## config.mk

```make
export PLATFORM = sky130hd
export DESIGN_NAME = min_priority_queue
export DESIGN_NICKNAME = d
export VERILOG_FILES = /design/src/hdl/mpq_pkg.sv /design/src/hdl/min_priority_queue.sv
export SDC_FILE = /design/constraint.sdc
export NUM_CORES = 2
export LEC_CHECK = 0
export BUFFER_PORTS_ARGS = -buffer_cell sky130_fd_sc_hd__buf_2
export CAP_MARGIN = 20
export CORE_MARGIN = 8
export CORE_UTILIZATION = 40
export CTS_CLUSTER_DIAMETER = 150
export DETAILED_ROUTE_END_ITERATION = 16
export PLACE_DENSITY = 0.66
export SYNTH_ARGS = -nofsm -noshare
export SYNTH_HDL_FRONTEND = slang
export SYNTH_SLANG_ARGS = --single-unit
```

## constraint.sdc

```tcl
create_clock -name aclk -period 7.38 [get_ports aclk]
set_input_delay 1.107 -clock aclk [delete_from_list [all_inputs] [get_ports aclk]]
set_output_delay 1.107 -clock aclk [all_outputs]
set_load 0.05 [all_outputs]
```

## src/hdl/mpq_pkg.sv

```systemverilog
// ----------------------------------------------------------------------------
// mpq_pkg
// Shared constants and types for the min priority queue.
// ----------------------------------------------------------------------------
package mpq_pkg;

    localparam int CAPACITY_DEF = 64;

    localparam int KEY_W   = 32;
    localparam int COUNT_W = 7;

    typedef enum logic {
        OP_INSERT = 1'b0,
        OP_REMOVE = 1'b1
    } op_t;

    typedef enum logic [1:0] {
        ST_IDLE,
        ST_DEL_WR,
        ST_SCAN
    } state_t;

endpackage

```

## src/hdl/min_priority_queue.sv

```systemverilog
// ----------------------------------------------------------------------------
// min_priority_queue
// Bounded min-priority queue of signed keys kept unordered in one RAM.
// ----------------------------------------------------------------------------
//
//  channel | ports                                        | direction
//  --------+----------------------------------------------+----------
//  input   | s_valid s_ready s_operation s_key            | in
//  result  | m_valid m_ready m_min_key m_nonempty          | out
//          | m_entry_count m_error                        |
//
//  Insert: result in the cycle after the accept. Running minimum and its
//  slot are kept in registers, so an insert only writes the RAM.
//  Remove from two or more keys: the accept cycle reads the last slot, the
//  next cycle moves it into the freed slot, then a rescan reads the r
//  remaining slots at one RAM read per cycle and registers the new minimum
//  as the result. The RAM read port paces the rescan. A remove from one key
//  or none answers as an insert does, with no rescan. One item is in
//  flight at a time; a new item is taken once the previous result has left
//  the output register.
//  Reset (aresetn, synchronous) clears count, state and valid; RAM contents
//  outside the occupied range are never used, so the RAM has no reset.
//
module min_priority_queue #(
    parameter int CAPACITY = mpq_pkg::CAPACITY_DEF
) (
    input  logic                                aclk,
    input  logic                                aresetn,
    input  logic                                s_valid,
    output logic                                s_ready,
    input  logic                                s_operation,
    input  logic signed [mpq_pkg::KEY_W-1:0]    s_key,
    output logic                                m_valid,
    input  logic                                m_ready,
    output logic signed [mpq_pkg::KEY_W-1:0]    m_min_key,
    output logic                                m_nonempty,
    output logic [mpq_pkg::COUNT_W-1:0]         m_entry_count,
    output logic                                m_error
);

    localparam int AW = $clog2(CAPACITY);
    localparam int CW = $clog2(CAPACITY + 1);
    localparam logic [CW-1:0] FULL = CW'(CAPACITY);

    // key RAM, one write and one registered read per cycle
    logic signed [mpq_pkg::KEY_W-1:0] mem [CAPACITY];
    logic                             wr_en;
    logic [AW-1:0]                    wr_addr;
    logic signed [mpq_pkg::KEY_W-1:0] wr_data;
    logic [AW-1:0]                    rd_addr;
    logic signed [mpq_pkg::KEY_W-1:0] rd_data_reg;

    always_ff @(posedge aclk) begin
        if (wr_en) begin
            mem[wr_addr] <= wr_data;
        end
        rd_data_reg <= mem[rd_addr];
    end

    mpq_pkg::state_t state_reg, state_next;
    logic [CW-1:0]   count_reg, count_next;
    logic signed [mpq_pkg::KEY_W-1:0] min_reg, min_next;
    logic [AW-1:0]   min_idx_reg, min_idx_next;
    logic [CW-1:0]   ptr_reg, ptr_next;
    logic            cmp_vld_reg, cmp_vld_next;
    logic [AW-1:0]   cmp_idx_reg, cmp_idx_next;

    logic            out_vld_reg, out_vld_next;
    logic signed [mpq_pkg::KEY_W-1:0] out_key_reg, out_key_next;
    logic            out_ne_reg, out_ne_next;
    logic [CW-1:0]   out_cnt_reg, out_cnt_next;
    logic            out_err_reg, out_err_next;

    logic [CW-1:0]   count_dec;
    logic            accept;
    logic [CW+mpq_pkg::COUNT_W-1:0] cnt_ext;

    assign count_dec = count_reg - CW'(1);
    assign s_ready   = (state_reg == mpq_pkg::ST_IDLE) && !out_vld_reg;
    assign accept    = s_valid && s_ready;

    always_ff @(posedge aclk) begin
        if (!aresetn) begin
            state_reg   <= mpq_pkg::ST_IDLE;
            count_reg   <= '0;
            cmp_vld_reg <= 1'b0;
            out_vld_reg <= 1'b0;
        end else begin
            state_reg   <= state_next;
            count_reg   <= count_next;
            cmp_vld_reg <= cmp_vld_next;
            out_vld_reg <= out_vld_next;
        end
        min_reg     <= min_next;
        min_idx_reg <= min_idx_next;
        ptr_reg     <= ptr_next;
        cmp_idx_reg <= cmp_idx_next;
        out_key_reg <= out_key_next;
        out_ne_reg  <= out_ne_next;
        out_cnt_reg <= out_cnt_next;
        out_err_reg <= out_err_next;
    end

    always_comb begin
        state_next   = state_reg;
        count_next   = count_reg;
        min_next     = min_reg;
        min_idx_next = min_idx_reg;
        ptr_next     = ptr_reg;
        cmp_vld_next = 1'b0;
        cmp_idx_next = cmp_idx_reg;
        out_vld_next = out_vld_reg && !m_ready;
        out_key_next = out_key_reg;
        out_ne_next  = out_ne_reg;
        out_cnt_next = out_cnt_reg;
        out_err_next = out_err_reg;
        wr_en        = 1'b0;
        wr_addr      = count_reg[AW-1:0];
        wr_data      = s_key;
        rd_addr      = count_dec[AW-1:0];

        case (state_reg)
            mpq_pkg::ST_IDLE: begin
                if (accept) begin
                    if (s_operation == mpq_pkg::OP_INSERT) begin
                        if (count_reg == FULL) begin
                            // full: key dropped
                            out_vld_next = 1'b1;
                            out_key_next = min_reg;
                            out_ne_next  = 1'b1;
                            out_cnt_next = count_reg;
                            out_err_next = 1'b1;
                        end else begin
                            wr_en      = 1'b1;
                            count_next = count_reg + CW'(1);
                            if (count_reg == '0 || s_key < min_reg) begin
                                min_next     = s_key;
                                min_idx_next = count_reg[AW-1:0];
                            end
                            out_vld_next = 1'b1;
                            out_key_next = (count_reg == '0 || s_key < min_reg)
                                           ? s_key : min_reg;
                            out_ne_next  = 1'b1;
                            out_cnt_next = count_reg + CW'(1);
                            out_err_next = 1'b0;
                        end
                    end else begin
                        if (count_reg == '0) begin
                            // empty: nothing to remove
                            out_vld_next = 1'b1;
                            out_key_next = '0;
                            out_ne_next  = 1'b0;
                            out_cnt_next = '0;
                            out_err_next = 1'b1;
                        end else if (count_reg == CW'(1)) begin
                            count_next   = '0;
                            out_vld_next = 1'b1;
                            out_key_next = '0;
                            out_ne_next  = 1'b0;
                            out_cnt_next = '0;
                            out_err_next = 1'b0;
                        end else begin
                            // read last slot, moved into the freed one next
                            state_next = mpq_pkg::ST_DEL_WR;
                        end
                    end
                end
            end
            mpq_pkg::ST_DEL_WR: begin
                wr_en      = 1'b1;
                wr_addr    = min_idx_reg;
                wr_data    = rd_data_reg;
                count_next = count_dec;
                ptr_next   = '0;
                state_next = mpq_pkg::ST_SCAN;
            end
            mpq_pkg::ST_SCAN: begin
                rd_addr = ptr_reg[AW-1:0];
                if (ptr_reg != count_reg) begin
                    cmp_vld_next = 1'b1;
                    cmp_idx_next = ptr_reg[AW-1:0];
                    ptr_next     = ptr_reg + CW'(1);
                end
                if (cmp_vld_reg) begin
                    if (cmp_idx_reg == '0 || rd_data_reg < min_reg) begin
                        min_next     = rd_data_reg;
                        min_idx_next = cmp_idx_reg;
                    end
                end
                if (ptr_reg == count_reg && !cmp_vld_reg) begin
                    state_next   = mpq_pkg::ST_IDLE;
                    out_vld_next = 1'b1;
                    out_key_next = min_reg;
                    out_ne_next  = 1'b1;
                    out_cnt_next = count_reg;
                    out_err_next = 1'b0;
                end
            end
            default: begin
                state_next = mpq_pkg::ST_IDLE;
            end
        endcase
    end

    // count reported modulo 2**COUNT_W
    assign cnt_ext       = {{mpq_pkg::COUNT_W{1'b0}}, out_cnt_reg};
    assign m_valid       = out_vld_reg;
    assign m_min_key     = out_key_reg;
    assign m_nonempty    = out_ne_reg;
    assign m_entry_count = cnt_ext[mpq_pkg::COUNT_W-1:0];
    assign m_error       = out_err_reg;

endmodule

```

==> impl_metrics.tcl <==
set metrics [dict create \
    hold_path_class "in2reg" \
    grt.total_usage_pct 17.0 \
    rr_endpoint "mem[34][7]" \
    cp_max_fo 32 \
    cp_cell_sequence "inv_1, ha_1, or3b_4, nor3_1, nand2_1, nand2b_1, o21ai_1, nand4_1, nor2_4" \
    swShare_pct 29.7 \
    gp_congestion 0.891 \
    largest_register "mem" \
    hpwl_mm 120 \
    via_count 42200 \
    fin_skew_ns 0.0370 \
    sequentialPowerShare_pct 44.9 \
    postRouteAntennaNets 0 \
    crit_cells 9 \
    post-route-period-util_pct 76.6 \
    reg2reg_from "count_reg[0]" \
    die_w_um 485 \
    rows 172 \
    yosys_warnings 0 \
    status "finished, final reports clean" \
    clk_pin_slew_ns 0.06 \
    post-route-min-period_ns 5.65 \
    worstSetupStartpoint "count_reg[0]" \
    drt_first_pass_iters 6 \
    ctsResizeCount 0 \
    first_global_vias 41400 \
    drive_above_1_share_pct 24.0 \
    synth_edf_count 2140 \
    wl_mm 206 \
    end_kind "register" \
    core-area_mm2 0.219 \
    syn_inst 4239 \
    power_density_mw_per_mm2 327 \
    wl_per_cell_um 27.7 \
    crit_required_ns 7.83 \
    p_leak_nw 32.1 \
    cp_num_buf_inv 1 \
    max_slew_margin_pct 22.8 \
    final-hold-violation-count 0 \
    slowest_stage "nor2_4" \
    synth.distinct_cells 62 \
    viasPerCell 5.69 \
    start_kind "register" \
    start_util_pct 40.1 \
    grt-ovfl-total 0 \
    p_sw_w 0.00963 \
    crit_arrival_ns 6.10 \
    async_flop_share_pct 0 \
    p_int_w 0.0228 \
    worstRegToRegCells 9 \
    htreeDepth 4 \
    worst_skew_pair.late_latency_ns 0.85 \
    nNetsFinal 4489 \
    grt_max_degree 103 \
    drt_iter0_drc 4805 \
    largest_register_ff_count 2048 \
    layout_commonest_cell "edfxtp_1" \
    hold_depth 3 \
    port_buffers 79 \
    cts_buffer_depth 3 \
    fill_cells 18200 \
    synthFlopType "edfxtp_1" \
    cts-root-buf "clkbuf_16" \
    cts_hold_buf 0 \
    criticalPathCategory "reg2reg" \
    finalMaxSlewViolations 0 \
    die_area_mm2 0.235 \
    ys_seq_elements 2183 \
    drv_cap 0 \
    synth_seq_area_share_pct 74.1 \
    finalSetupViolCount 0 \
    path_delay_family "simple AND/OR/NAND/NOR gates" \
    p_clk_share_pct 31.4 \
    grt_pass1_wl_mm 295 \
    slowest_delay_ns 1.20 \
    fmax_ghz 0.177 \
    p_comb_share_pct 23.7 \
    final_cell_mix "2,140 x edfxtp_1, 512 x mux4_2, 483 x mux2i_1, 213 x nand2_1, 207 x clkbuf_16" \
    power.total_w 0.0324 \
    grt_setup_unrepaired "no" \
    area_growth_pct 12.6 \
    peakVddDrop_mv 0.289 \
    cts_num_sinks 2183 \
    syn-num-nets 4342 \
    tritoncts "done" \
    die_h_um 485 \
    setup_tns_ns 0 \
    avgSynthCellArea_um2 20.7 \
    cts_buffers 204 \
    cts_setup_buffers 0 \
    drc 0 \
    tightestPinTransition_ns 1.16 \
    syn_area_mm2 0.0879 \
    grt_antenna_before_repair 5 \
    critPathCapture "mem[34][7]" \
    r2r_slack_ns 1.73 \
    pin_count 80 \
]
cell type report:
| class | instances | area [um^2] | share of cell area [%] |
|---|---|---|---|
| sequential | 2183 | 65100 | 65.8 |
| multi-input combinational | 1783 | 21900 | 22.1 |
| clock buffer | 268 | 5410 | 5.47 |
| tap | 2871 | 3590 | 3.63 |
| timing repair buffer | 179 | 1820 | 1.84 |
| clock inverter | 99 | 996 | 1.01 |
| inverter | 35 | 131 | 0.133 |
| antenna | 3 | 7.51 | 0.00759 |
routing by layer:
layer	vias to the layer above	GRT usage [%]	wire [um]
met5	-	0	0
met4	0	5.70	7070
met3	273	2.98	17000
met2	1804	25.1	92000
met1	22300	25.5	89600
li1	17800	-	-
cell usage after synthesis, types with 19 or more instances:
library cell	number	area, um^2
nor2_1	108	405
buf_2	106	531
edfxtp_1	2140	64300
mux2i_1	483	4830
dfxtp_1	43	861
buf_6	55	619
nand4_1	42	263
o311ai_1	32	280
a21oi_1	30	150
clkbuf_1	54	203
nor3b_1	30	225
nand2_1	245	920
o211ai_2	19	238
nand3_1	52	260
mux4_2	512	11500
ha_1	66	826
inv_1	35	131
o21ai_0	27	135
worst min path at each step:
| stage | slack [ns] | startpoint | endpoint |
|---|---|---|---|
| floorplan | 0.42 | ptr_reg[4] | cmp_idx_reg[4] |
| global placement | 0.53 | cmp_idx_reg[2] | min_idx_reg[2] |
| detailed placement | 0.54 | cmp_idx_reg[2] | min_idx_reg[2] |
| CTS | 0.50 | m_ready | m_valid |
| global route | 0.53 | m_ready | m_valid |
| finish | 0.58 | m_ready | m_valid |
worst register-to-register path: cells and delay by family, from the launching register on:
| kind | cells | cell delay [ns] |
|---|---|---|
| buffers and inverters | 1 | 0.21 |
| AO/OA/AOI/OAI | 1 | 0.96 |
| adder cells (fa/ha/maj) | 1 | 0.32 |
| AND/OR/NAND/NOR | 6 | 3.17 |
| flip-flops | 1 | 0.58 |
stage by stage:
step | area, um^2 | instances | hold slack, ns | utilization, % | worst slack, ns
CTS | 98400 | 7393 | 0.504 | 44.9 | 1.89
floorplan | 87900 | 4239 | 0.424 | - | 2.85
detailed placement | 92000 | 7026 | 0.539 | 42.0 | 1.81
finish | 98900 | 7421 | 0.577 | 45.2 | 1.73
global placement | 91800 | 7015 | 0.532 | 41.9 | 2.02
global route | 98900 | 7419 | 0.533 | 45.2 | 1.56
power by group through the flow:
stage / clock [W] / sequential (W) / combinational (W)
floorplan: 0 / 0.0148 / 0.00484
global placement: 0 / 0.0148 / 0.00758
detailed placement: 0 / 0.0148 / 0.00768
CTS: 0.0104 / 0.0145 / 0.00769
global route: 0.0108 / 0.0146 / 0.00806
finish: 0.0102 / 0.0145 / 0.00767
cells by family after synthesis:
group	after synthesis	share of synthesized area, %
mux	995	18.6
xor+xnor	21	0.209
buf+inv	273	1.85
simple gates	524	2.72
flops	2183	74.1
fa+ha+maj	66	0.940
compound gates	177	1.53
No activity file was read; power rests on OpenSTA's default activity.
